`src/hw/rtl/dvrt_pkg.sv`:
```
// Shared types, constants and codes for the distance-vector route table.
// No dependencies; every other file of the block but dvrt_ram imports this package.
`timescale 1ns / 1ps

package dvrt_pkg;

    // Table geometry: ids are 5 bits, so at most 32 entries are addressable
    localparam int NODE_COUNT  = 32;
    localparam int ID_W        = 5;
    localparam int ID_SPACE    = 1 << ID_W;
    localparam int TABLE_DEPTH = (NODE_COUNT < ID_SPACE) ? NODE_COUNT : ID_SPACE;
    localparam int ADDR_W      = $clog2(TABLE_DEPTH);

    localparam int DIST_W = 5;
    localparam int AGE_W  = 8;
    localparam int TICK_W = 8;
    localparam int MASK_W = 32;
    localparam int CFG_IDX_W  = 2;
    localparam int CFG_DATA_W = 32;

    localparam logic [DIST_W-1:0] UNREACHABLE = DIST_W'(16);
    localparam logic [DIST_W-1:0] DIST_SELF   = DIST_W'(0);
    localparam logic [DIST_W-1:0] DIST_NEIGH  = DIST_W'(1);
    localparam logic [AGE_W-1:0]  AGE_MAX     = '1;

    // Register reset values
    localparam logic [ID_W-1:0]   OWN_ID_RST   = '0;
    localparam logic [MASK_W-1:0] NEIGH_RST    = '0;
    localparam logic [TICK_W-1:0] INTERVAL_RST = TICK_W'(5);
    localparam logic [AGE_W-1:0]  TIMEOUT_RST  = AGE_W'(15);

    // Register indexes
    localparam logic [CFG_IDX_W-1:0] CFG_OWN_ID   = 2'd0;
    localparam logic [CFG_IDX_W-1:0] CFG_NEIGH    = 2'd1;
    localparam logic [CFG_IDX_W-1:0] CFG_INTERVAL = 2'd2;
    localparam logic [CFG_IDX_W-1:0] CFG_TIMEOUT  = 2'd3;

    // Request operations
    localparam logic [1:0] OP_ADVERT  = 2'd0;
    localparam logic [1:0] OP_TICK    = 2'd1;
    localparam logic [1:0] OP_REBUILD = 2'd2;

    // Result kinds
    localparam logic [1:0] KIND_ENTRY   = 2'd0;
    localparam logic [1:0] KIND_TICK    = 2'd1;
    localparam logic [1:0] KIND_ROUTE   = 2'd2;
    localparam logic [1:0] KIND_REBUILD = 2'd3;

    // Route change codes
    localparam logic [1:0] CHANGE_NONE   = 2'd0;
    localparam logic [1:0] CHANGE_LEARN  = 2'd1;
    localparam logic [1:0] CHANGE_SAME   = 2'd2;
    localparam logic [1:0] CHANGE_BETTER = 2'd3;

    typedef struct packed {
        logic [1:0]        operation;
        logic [ID_W-1:0]   sender_id;
        logic [ID_W-1:0]   dest_id;
        logic [DIST_W-1:0] advertised_distance;
    } req_t;

    typedef struct packed {
        logic [1:0]        kind;
        logic [1:0]        change;
        logic [ID_W-1:0]   route_dest;
        logic [ID_W-1:0]   route_next_hop;
        logic [DIST_W-1:0] route_distance;
        logic              aged_any;
        logic              last;
    } result_t;

    typedef struct packed {
        logic [ID_W-1:0]   own_id;
        logic [MASK_W-1:0] neighbor_mask;
        logic [TICK_W-1:0] advert_period;
        logic [AGE_W-1:0]  route_timeout;
    } cfg_t;

    // One table entry as held in memory
    typedef struct packed {
        logic [ID_W-1:0]   next_hop;
        logic [DIST_W-1:0] distance;
        logic [AGE_W-1:0]  age;
    } entry_t;

    localparam int ENTRY_W = $bits(entry_t);

    // Table memory port controls
    typedef struct packed {
        logic              wr_en;
        logic [ADDR_W-1:0] wr_addr;
        entry_t            wr_data;
        logic              rd_en;
        logic [ADDR_W-1:0] rd_addr;
    } mem_ctl_t;

endpackage

```
`src/hw/rtl/dvrt_ram.sv`:
```
// Generic single-write, single-read RAM with a registered read port.
// No dependencies.
`timescale 1ns / 1ps

module dvrt_ram #(
    parameter int WIDTH = 8,
    parameter int DEPTH = 32
) (
    input  logic                     clk,
    input  logic                     wr_en,
    input  logic [$clog2(DEPTH)-1:0] wr_addr,
    input  logic [WIDTH-1:0]         wr_data,
    input  logic                     rd_en,
    input  logic [$clog2(DEPTH)-1:0] rd_addr,
    output logic [WIDTH-1:0]         rd_data
);

    logic [WIDTH-1:0] mem [DEPTH];

    // Write and registered read; read data holds while rd_en is low
    always_ff @(posedge clk)
    begin
        if (wr_en)
        begin
            mem[wr_addr] <= wr_data;
        end
        if (rd_en)
        begin
            rd_data <= mem[rd_addr];
        end
    end

endmodule

```
`src/hw/rtl/dvrt_cfg_regs.sv`:
```
// Configuration register file of the route table.
// Depends on dvrt_pkg.
`timescale 1ns / 1ps

module dvrt_cfg_regs
    import dvrt_pkg::*;
(
    input  logic                  clk,
    input  logic                  rst_n,
    input  logic                  cfg_write_en,
    input  logic [CFG_IDX_W-1:0]  cfg_index,
    input  logic [CFG_DATA_W-1:0] cfg_data,
    output cfg_t                  cfg
);

    cfg_t cfg_reg;
    cfg_t cfg_next;

    // Decode the register index and take the low bits of the write data
    always_comb
    begin
        cfg_next = cfg_reg;
        if (cfg_write_en)
        begin
            unique case (cfg_index)
                CFG_OWN_ID:   cfg_next.own_id          = cfg_data[ID_W-1:0];
                CFG_NEIGH:    cfg_next.neighbor_mask   = cfg_data[MASK_W-1:0];
                CFG_INTERVAL: cfg_next.advert_period   = cfg_data[TICK_W-1:0];
                CFG_TIMEOUT:  cfg_next.route_timeout   = cfg_data[AGE_W-1:0];
                default:      cfg_next = cfg_reg;
            endcase
        end
    end

    always_ff @(posedge clk or negedge rst_n)
    begin
        if (!rst_n)
        begin
            cfg_reg.own_id          <= OWN_ID_RST;
            cfg_reg.neighbor_mask   <= NEIGH_RST;
            cfg_reg.advert_period   <= INTERVAL_RST;
            cfg_reg.route_timeout   <= TIMEOUT_RST;
        end
        else
        begin
            cfg_reg <= cfg_next;
        end
    end

    assign cfg = cfg_reg;

endmodule

```
`src/hw/rtl/dvrt_engine.sv`:
```
// Route table sequencer: valid bits, tick counter and the read-modify-write
// passes over the table memory. Depends on dvrt_pkg.
`timescale 1ns / 1ps

module dvrt_engine
    import dvrt_pkg::*;
(
    input  logic     clk,
    input  logic     rst_n,
    input  cfg_t     cfg,
    input  logic     req_accept,
    input  req_t     req,
    output logic     idle,
    input  logic     slot_free,
    output logic     res_load,
    output result_t  res,
    output mem_ctl_t mem,
    input  entry_t   rd_data
);

    typedef enum logic [2:0] {
        ST_IDLE,
        ST_ADV_WB,
        ST_AGE,
        ST_TICK_DECIDE,
        ST_EMIT,
        ST_REBUILD,
        ST_RESULT
    } state_t;

    localparam logic [ADDR_W-1:0] IDX_LAST = ADDR_W'(TABLE_DEPTH - 1);

    state_t                 state_reg, state_next;
    logic [ADDR_W-1:0]      idx_reg, idx_next;
    logic [TABLE_DEPTH-1:0] valid_reg, valid_next;
    logic [TICK_W-1:0]      tick_count_reg, tick_count_next;
    logic                   aged_reg, aged_next;
    logic [ID_W-1:0]        sender_reg, sender_next;
    logic [ID_W-1:0]        dest_reg, dest_next;
    logic [DIST_W-1:0]      nd_reg, nd_next;
    logic                   in_range_reg, in_range_next;
    logic [1:0]             res_kind_reg, res_kind_next;

    logic [ADDR_W-1:0]      dest_addr;
    logic [ADDR_W-1:0]      idx_inc;
    logic                   is_own;
    logic                   above_any;
    logic [TABLE_DEPTH-1:0] rebuild_mask;

    // Advert update terms
    logic                   adv_valid;
    logic                   adv_write;
    logic                   adv_keep_valid;
    logic [1:0]             adv_change;
    entry_t                 adv_entry;

    // Aging terms
    logic                   age_apply;
    logic                   age_timed;
    entry_t                 age_entry;

    // Tick counter terms
    logic [TICK_W-1:0]      tick_inc;
    logic [TICK_W-1:0]      interval;
    logic                   due;

    assign dest_addr = dest_reg[ADDR_W-1:0];
    assign idx_inc   = idx_reg + ADDR_W'(1);
    assign is_own    = (ID_W'(idx_reg) == cfg.own_id);

    // Look for any valid entry above the current one
    always_comb
    begin
        above_any = 1'b0;
        for (int j = 0; j < TABLE_DEPTH; j++)
        begin
            if (valid_reg[j] && (ADDR_W'(j) > idx_reg))
            begin
                above_any = 1'b1;
            end
        end
    end

    // Valid set after a rebuild: own id plus every neighbor
    always_comb
    begin
        for (int i = 0; i < TABLE_DEPTH; i++)
        begin
            rebuild_mask[i] = (ID_W'(i) == cfg.own_id) || cfg.neighbor_mask[i];
        end
    end

    // Decide the advert update: learn, follow the current hop, or take a shorter path
    always_comb
    begin
        adv_valid      = in_range_reg && valid_reg[dest_addr];
        adv_write      = 1'b0;
        adv_keep_valid = adv_valid;
        adv_change     = CHANGE_NONE;
        adv_entry      = rd_data;
        if (!adv_valid)
        begin
            if (in_range_reg && (nd_reg < UNREACHABLE))
            begin
                adv_write          = 1'b1;
                adv_keep_valid     = 1'b1;
                adv_change         = CHANGE_LEARN;
                adv_entry.next_hop = sender_reg;
                adv_entry.distance = nd_reg;
                adv_entry.age      = '0;
            end
        end
        else if (rd_data.next_hop == sender_reg)
        begin
            adv_write          = 1'b1;
            adv_entry.distance = nd_reg;
            adv_entry.age      = '0;
            if (rd_data.distance != nd_reg)
            begin
                adv_change = CHANGE_SAME;
            end
        end
        else if (nd_reg < rd_data.distance)
        begin
            adv_write          = 1'b1;
            adv_change         = CHANGE_BETTER;
            adv_entry.next_hop = sender_reg;
            adv_entry.distance = nd_reg;
            adv_entry.age      = '0;
        end
    end

    // Age one entry: saturate the age, mark it unreachable on timeout
    always_comb
    begin
        age_apply = valid_reg[idx_reg] && !is_own;
        age_entry = rd_data;
        if (rd_data.age != AGE_MAX)
        begin
            age_entry.age = rd_data.age + AGE_W'(1);
        end
        age_timed = (age_entry.age >= cfg.route_timeout) && (rd_data.distance < UNREACHABLE);
        if (age_timed)
        begin
            age_entry.distance = UNREACHABLE;
        end
    end

    // Advance the tick counter and check for an advertisement
    assign tick_inc = tick_count_reg + TICK_W'(1);
    assign interval = (cfg.advert_period == '0) ? TICK_W'(1) : cfg.advert_period;
    assign due      = (tick_inc >= interval);

    // Sequencer next state
    always_comb
    begin
        state_next      = state_reg;
        idx_next        = idx_reg;
        valid_next      = valid_reg;
        tick_count_next = tick_count_reg;
        aged_next       = aged_reg;
        sender_next     = sender_reg;
        dest_next       = dest_reg;
        nd_next         = nd_reg;
        in_range_next   = in_range_reg;
        res_kind_next   = res_kind_reg;
        mem             = '0;
        res             = '0;
        res_load        = 1'b0;

        unique case (state_reg)
            ST_IDLE:
            begin
                if (req_accept)
                begin
                    unique case (req.operation)
                        OP_ADVERT:
                        begin
                            sender_next   = req.sender_id;
                            dest_next     = req.dest_id;
                            nd_next       = (req.advertised_distance >= UNREACHABLE) ?
                                            UNREACHABLE : req.advertised_distance + DIST_W'(1);
                            in_range_next = (int'(req.dest_id) < NODE_COUNT);
                            mem.rd_en     = (int'(req.dest_id) < NODE_COUNT);
                            mem.rd_addr   = req.dest_id[ADDR_W-1:0];
                            state_next    = ST_ADV_WB;
                        end
                        OP_TICK:
                        begin
                            mem.rd_en   = 1'b1;
                            mem.rd_addr = '0;
                            idx_next    = '0;
                            aged_next   = 1'b0;
                            state_next  = ST_AGE;
                        end
                        OP_REBUILD:
                        begin
                            valid_next      = rebuild_mask;
                            tick_count_next = '0;
                            idx_next        = '0;
                            aged_next       = 1'b0;
                            state_next      = ST_REBUILD;
                        end
                        default:
                        begin
                            // drop the unknown operation, no result
                            state_next = ST_IDLE;
                        end
                    endcase
                end
            end

            ST_ADV_WB:
            begin
                if (slot_free)
                begin
                    mem.wr_en   = adv_write;
                    mem.wr_addr = dest_addr;
                    mem.wr_data = adv_entry;
                    if (adv_write)
                    begin
                        valid_next[dest_addr] = 1'b1;
                    end
                    res_load           = 1'b1;
                    res.kind           = KIND_ENTRY;
                    res.change         = adv_change;
                    res.route_dest     = dest_reg;
                    res.route_next_hop = adv_keep_valid ? adv_entry.next_hop : '0;
                    res.route_distance = adv_keep_valid ? adv_entry.distance : UNREACHABLE;
                    res.last           = 1'b1;
                    state_next         = ST_IDLE;
                end
            end

            ST_AGE:
            begin
                mem.wr_en   = age_apply;
                mem.wr_addr = idx_reg;
                mem.wr_data = age_entry;
                if (age_apply && age_timed)
                begin
                    aged_next = 1'b1;
                end
                if (idx_reg == IDX_LAST)
                begin
                    state_next = ST_TICK_DECIDE;
                end
                else
                begin
                    mem.rd_en   = 1'b1;
                    mem.rd_addr = idx_inc;
                    idx_next    = idx_inc;
                end
            end

            ST_TICK_DECIDE:
            begin
                tick_count_next = due ? '0 : tick_inc;
                if (due && (valid_reg != '0))
                begin
                    mem.rd_en   = 1'b1;
                    mem.rd_addr = '0;
                    idx_next    = '0;
                    state_next  = ST_EMIT;
                end
                else
                begin
                    res_kind_next = KIND_TICK;
                    state_next    = ST_RESULT;
                end
            end

            ST_EMIT:
            begin
                if (!valid_reg[idx_reg])
                begin
                    // skip an empty entry
                    if (idx_reg == IDX_LAST)
                    begin
                        state_next = ST_IDLE;
                    end
                    else
                    begin
                        mem.rd_en   = 1'b1;
                        mem.rd_addr = idx_inc;
                        idx_next    = idx_inc;
                    end
                end
                else if (slot_free)
                begin
                    res_load           = 1'b1;
                    res.kind           = KIND_ROUTE;
                    res.route_dest     = ID_W'(idx_reg);
                    res.route_next_hop = rd_data.next_hop;
                    res.route_distance = rd_data.distance;
                    res.aged_any       = aged_reg;
                    res.last           = !above_any;
                    if (!above_any || (idx_reg == IDX_LAST))
                    begin
                        state_next = ST_IDLE;
                    end
                    else
                    begin
                        mem.rd_en   = 1'b1;
                        mem.rd_addr = idx_inc;
                        idx_next    = idx_inc;
                    end
                end
            end

            ST_REBUILD:
            begin
                // install every entry; only those marked valid are ever used
                mem.wr_en            = 1'b1;
                mem.wr_addr          = idx_reg;
                mem.wr_data.next_hop = ID_W'(idx_reg);
                mem.wr_data.distance = is_own ? DIST_SELF : DIST_NEIGH;
                mem.wr_data.age      = '0;
                if (idx_reg == IDX_LAST)
                begin
                    res_kind_next = KIND_REBUILD;
                    state_next    = ST_RESULT;
                end
                else
                begin
                    idx_next = idx_inc;
                end
            end

            ST_RESULT:
            begin
                if (slot_free)
                begin
                    res_load     = 1'b1;
                    res.kind     = res_kind_reg;
                    res.aged_any = aged_reg;
                    res.last     = 1'b1;
                    state_next   = ST_IDLE;
                end
            end

            default:
            begin
                state_next = ST_IDLE;
            end
        endcase
    end

    // Hold state, counters and the captured request
    always_ff @(posedge clk or negedge rst_n)
    begin
        if (!rst_n)
        begin
            state_reg      <= ST_IDLE;
            idx_reg        <= '0;
            valid_reg      <= '0;
            tick_count_reg <= '0;
            aged_reg       <= 1'b0;
            res_kind_reg   <= KIND_TICK;
        end
        else
        begin
            state_reg      <= state_next;
            idx_reg        <= idx_next;
            valid_reg      <= valid_next;
            tick_count_reg <= tick_count_next;
            aged_reg       <= aged_next;
            res_kind_reg   <= res_kind_next;
        end
    end

    always_ff @(posedge clk)
    begin
        sender_reg   <= sender_next;
        dest_reg     <= dest_next;
        nd_reg       <= nd_next;
        in_range_reg <= in_range_next;
    end

    assign idle = (state_reg == ST_IDLE);

endmodule

```
`src/hw/rtl/distance_vector_route_table.sv`:
```
// Distance-vector route table with one result register on the output side.
// An advertised-entry request reads the table at acceptance, then does the
// update and write-back in ST_ADV_WB once the output register can take its
// result. A tick runs an aging pass over the table, one entry a cycle
// through the single table read port, then a decision state and a result
// state. When an advertisement is due, an emission pass from id 0 up to the
// last valid entry replaces the result state and waits whenever the output
// stalls; a rebuild writes the table, one entry write a cycle, then gives
// its result. Valid bits sit in flip-flops and clear at reset, so no
// clearing pass follows reset. A new request is taken whenever the
// sequencer is idle, even while a finished result still waits in the
// output register.
// Depends on dvrt_pkg, dvrt_cfg_regs, dvrt_engine, dvrt_ram.
`timescale 1ns / 1ps

module distance_vector_route_table
    import dvrt_pkg::*;
(
    input  logic                  clk,
    input  logic                  rst_n,
    input  logic                  in_valid,
    output logic                  in_stall,
    input  req_t                  in_req,
    output logic                  out_valid,
    input  logic                  out_stall,
    output result_t               out_result,
    input  logic                  cfg_write_en,
    input  logic [CFG_IDX_W-1:0]  cfg_index,
    input  logic [CFG_DATA_W-1:0] cfg_data
);

    cfg_t     cfg;
    logic     idle;
    logic     req_accept;
    logic     slot_free;
    logic     res_load;
    result_t  res;
    mem_ctl_t mem;
    entry_t   rd_data;

    logic     out_valid_reg, out_valid_next;
    result_t  out_result_reg, out_result_next;

    dvrt_cfg_regs u_cfg_regs (
        .clk          (clk),
        .rst_n        (rst_n),
        .cfg_write_en (cfg_write_en),
        .cfg_index    (cfg_index),
        .cfg_data     (cfg_data),
        .cfg          (cfg)
    );

    dvrt_engine u_engine (
        .clk        (clk),
        .rst_n      (rst_n),
        .cfg        (cfg),
        .req_accept (req_accept),
        .req        (in_req),
        .idle       (idle),
        .slot_free  (slot_free),
        .res_load   (res_load),
        .res        (res),
        .mem        (mem),
        .rd_data    (rd_data)
    );

    dvrt_ram #(
        .WIDTH (ENTRY_W),
        .DEPTH (TABLE_DEPTH)
    ) u_table (
        .clk     (clk),
        .wr_en   (mem.wr_en),
        .wr_addr (mem.wr_addr),
        .wr_data (mem.wr_data),
        .rd_en   (mem.rd_en),
        .rd_addr (mem.rd_addr),
        .rd_data (rd_data)
    );

    // Take a request only while the sequencer is idle
    assign in_stall   = !idle;
    assign req_accept = in_valid && idle;

    // Output register: load when empty or being drained
    assign slot_free = !out_valid_reg || !out_stall;

    always_comb
    begin
        out_valid_next  = out_valid_reg;
        out_result_next = out_result_reg;
        if (res_load)
        begin
            out_valid_next  = 1'b1;
            out_result_next = res;
        end
        else if (!out_stall)
        begin
            out_valid_next = 1'b0;
        end
    end

    always_ff @(posedge clk or negedge rst_n)
    begin
        if (!rst_n)
        begin
            out_valid_reg <= 1'b0;
        end
        else
        begin
            out_valid_reg <= out_valid_next;
        end
    end

    always_ff @(posedge clk)
    begin
        out_result_reg <= out_result_next;
    end

    assign out_valid  = out_valid_reg;
    assign out_result = out_result_reg;

endmodule

```
`config.mk`:
```
export PLATFORM = sky130hd
export DESIGN_NAME = distance_vector_route_table
export DESIGN_NICKNAME = d
export VERILOG_FILES = /design/src/hw/rtl/dvrt_pkg.sv /design/src/hw/rtl/dvrt_ram.sv /design/src/hw/rtl/dvrt_cfg_regs.sv /design/src/hw/rtl/dvrt_engine.sv /design/src/hw/rtl/distance_vector_route_table.sv
export SDC_FILE = /design/constraint.sdc
export NUM_CORES = 1
export LEC_CHECK = 0
export BUFFER_PORTS_ARGS = -buffer_cell sky130_fd_sc_hd__buf_2
export CORE_MARGIN = 8
export CORE_UTILIZATION = 54
export CTS_CLUSTER_SIZE = 28
export DETAILED_ROUTE_END_ITERATION = 7
export PLACE_DENSITY_LB_ADDON = 0.1
export SYNTH_ARGS = -nofsm -noshare
export SYNTH_HDL_FRONTEND = slang
export SYNTH_SLANG_ARGS = --single-unit
```
`constraint.sdc`:
```
create_clock -name clk -period 9.01 [get_ports clk]
set_clock_uncertainty 0.1 [all_clocks]
set_input_delay 0.901 -clock clk [delete_from_list [all_inputs] [get_ports clk]]
set_output_delay 0.901 -clock clk [all_outputs]
set_load 0.1 [all_outputs]
```
==> impl_metrics.py <==
metrics = {
    "critical_path": {
        "critPathMaxFanout": 47,
        "slowest_delay_ps": 910,
        "worstSetupPathType": "reg2reg",
        "worstPathCellList": "buf_4 > ha_1 > nand3_1 > inv_1 > ha_1 > inv_1 > a32oi_1 > nand3_1 > a2111oi_0 > nand3b_1 > o21ai_2 > o311a_4 > buf_4 > mux4_2 > a221oi_1 > o211ai_1",
        "cp-start-kind": "flip-flop",
        "end_kind": "flip-flop",
        "cp_data_required_time_ps": 9270,
        "cp_slowest_cell": "o311a_4",
        "cp.arrival_ps": 6730,
    },
    "clocking": {
        "root_buffer": "clkbuf_16",
        "cts_tree": "built",
        "cts_sinks": 734,
        "cts_htree_levels": 3,
        "clk_pin_slew_ps": 60,
        "ctsLongestPathBuffers": 3,
        "cts-buffers-inserted": 77,
        "cts.hold.buffers_added": 0,
        "insertion_delay_ps": 620,
        "cts.repair.resized": 0,
        "cts_setup_buffers": 0,
    },
    "final_layout": {
        "area_growth_pct": 11.8,
        "final_common_cell": "edfxtp_1",
        "post-route-util_pct": 61.0,
        "drive_gt1_share_pct": 18.1,
        "final_cell_mix": "edfxtp_1 (630), nand2_1 (259), a21oi_1 (137), nand3_1 (122), mux2i_1 (109)",
        "largest_register_ffs": 576,
        "nNetsFinal": 2467,
    },
    "route": {
        "drt_wl_total_mm": 89.9,
        "drt_iter0_markers": 2318,
        "vias_per_cell": 6.40,
        "routed-via-count": 20500,
        "top_layer_used": "met4",
        "dr.pass1.iters": 5,
        "drc": 0,
        "met3RoutedLength_mm": 7.27,
        "wl_per_cell_um": 28.0,
        "ant_nets": 0,
        "wirelength_met1_mm": 34.7,
        "wl_met2_mm": 45.0,
    },
    "timing": {
        "max_freq_mhz": 154,
        "holdWs_ps": 122,
        "maxSlewHeadroom_pct": 13.4,
        "final_max_slew_viol_count": 0,
        "rsz0062_at_grt": "no",
        "worst_slew_pin_slew_ps": 1300,
        "period_minus_slack_ps": 6480,
        "fin_tns_setup_ps": 0,
        "final-setup-viol-count": 0,
        "period_share_pct": 71.9,
        "hold_viol": 0,
    },
    "synthesis": {
        "synth-seq-area-share_pct": 66.9,
        "yosysTopAreaCell": "edfxtp_1",
        "synthArstFlopShare_pct": 14.2,
        "syn_inst": 2269,
        "synth_seq_cells": 734,
        "synthAdderAreaFrac_pct": 1.51,
        "ys_warn_count": 0,
        "syn_area_mm2": 0.0322,
        "synth-xor-area-share_pct": 0.680,
        "synth_compound_area_share_pct": 9.67,
        "synth-edff-count": 630,
        "syn-num-nets": 2363,
        "ys.flop_type": "edfxtp_1",
        "synth_top_family_by_area": "multiplexers",
        "synthMuxAreaShare_pct": 9.94,
        "yosys.cell_types.count": 83,
        "synth-simple-area-share_pct": 8.74,
        "synth_top_area_share_pct": 58.8,
        "synth.area.top_cells": "edfxtp_1 (59%), dfrtp_1 (7.6%), mux4_2 (4.3%), mux2i_1 (3.4%), nand2_1 (3.0%)",
        "avgSynthCellArea_um2": 14.2,
    },
    "power": {
        "vdd_drop_max_mv": 0.235,
        "p_per_area_mw_per_mm2": 340,
        "p_leak_nw": 12.6,
        "total_power_w": 0.0122,
    },
    "placed_design": {
        "gp_congestion": 0.935,
        "portBuffers": 78,
        "dp_hpwl_mm": 57.2,
    },
    "floorplan": {
        "rows": 89,
        "die_w_um": 260,
        "start_util_pct": 54.5,
        "core_mm2": 0.0590,
        "num_io_pins": 79,
        "fp.dieH_um": 260,
        "dieArea_mm2": 0.0677,
    },
    "flow_run": {
        "cap_violations": 0,
    },
    "global_routing": {
        "grt_max_degree": 79,
        "grt_pass1_wl_mm": 132,
        "antenna_found_initial": 1,
        "track_usage_pct": 26.3,
        "overflow": 0,
        "grt_pass1_vias": 20300,
    },
    "min_path": {
        "hold_class": "in2async",
    },
    "run_status": {
        "outcome": "finished clean",
    },
}
[critical path, delay by kind of cell (launching register included)]
family	cells	cell delay, ps
compound gates	6	2620
fa+ha+maj	2	650
buf+inv	4	1270
flops	1	500
mux	1	580
simple gates	3	460
[kinds of logic after synthesis]
logic type               count (synthesis)
multiplexers                           234
AND/OR/NAND/NOR                        611
AO/OA/AOI/OAI                          461
flip-flops                             734
XOR/XNOR                                25
buffers and inverters                  165
adder cells (fa/ha/maj)                 39
[cell type report]
type,instances,area [um^2]
diodes,2,5.00
fillers,4475,23000
multi-input cells,1370,9970
flip-flops and latches,734,21500
clock buffers,102,2110
inverters,46,173
repair buffers,144,913
well taps,773,967
clock inverters,38,315
[power breakdown]
group	internal (W)	total [W]	switching, W	leakage, nW
registers	0.00461	0.00499	0.000386	7.01
clock network	0.00177	0.00308	0.00131	1.18
logic	0.00132	0.00417	0.00284	4.40
[through the flow]
stage | setup slack (ps) | std cells | cell area [um^2]
finish | 2530 | 3209 | 36000
global placement | 2790 | 3067 | 33500
floorplan | 4800 | 2269 | 32200
global route | 2020 | 3207 | 36000
detailed placement | 2570 | 3067 | 33500
CTS | 2540 | 3207 | 36000
[cells in the mapped netlist, types with 41 or more instances]
master	count
nand2_1	259
mux2i_1	109
edfxtp_1	630
mux4_2	62
dfrtp_1	98
nand3_1	122
buf_2	41
a21oi_1	137
nor2_1	97
mux2_2	63
o21ai_0	75
inv_1	45
clkbuf_1	47
[path summary, 6_finish.rpt]
path | end | depth (start not counted) | start | slack (ps)
max in group asynchronous | u_cfg_regs.cfg[41] | 2 | rst_n | 7350
max | u_table.rd_data[13] | 16 | u_engine.idx_reg[0] | 2530
min reg2reg | u_cfg_regs.cfg[45] | 1 | u_cfg_regs.cfg[45] | 400
max reg2reg | u_table.rd_data[13] | 16 | u_engine.idx_reg[0] | 2530
min in group clk | u_engine.sender_reg[1] | 1 | in_req[11] | 370
min | u_engine.res_kind_reg[1] | 1 | rst_n | 120
[routing by layer]
metal,track usage (%),vias to the layer above
met2,44.7,982
met3,4.28,163
met4,8.42,0
met5,0,-
met1,34.4,10400
li1,-,9002
No activity file was read; power rests on OpenSTA's default activity.
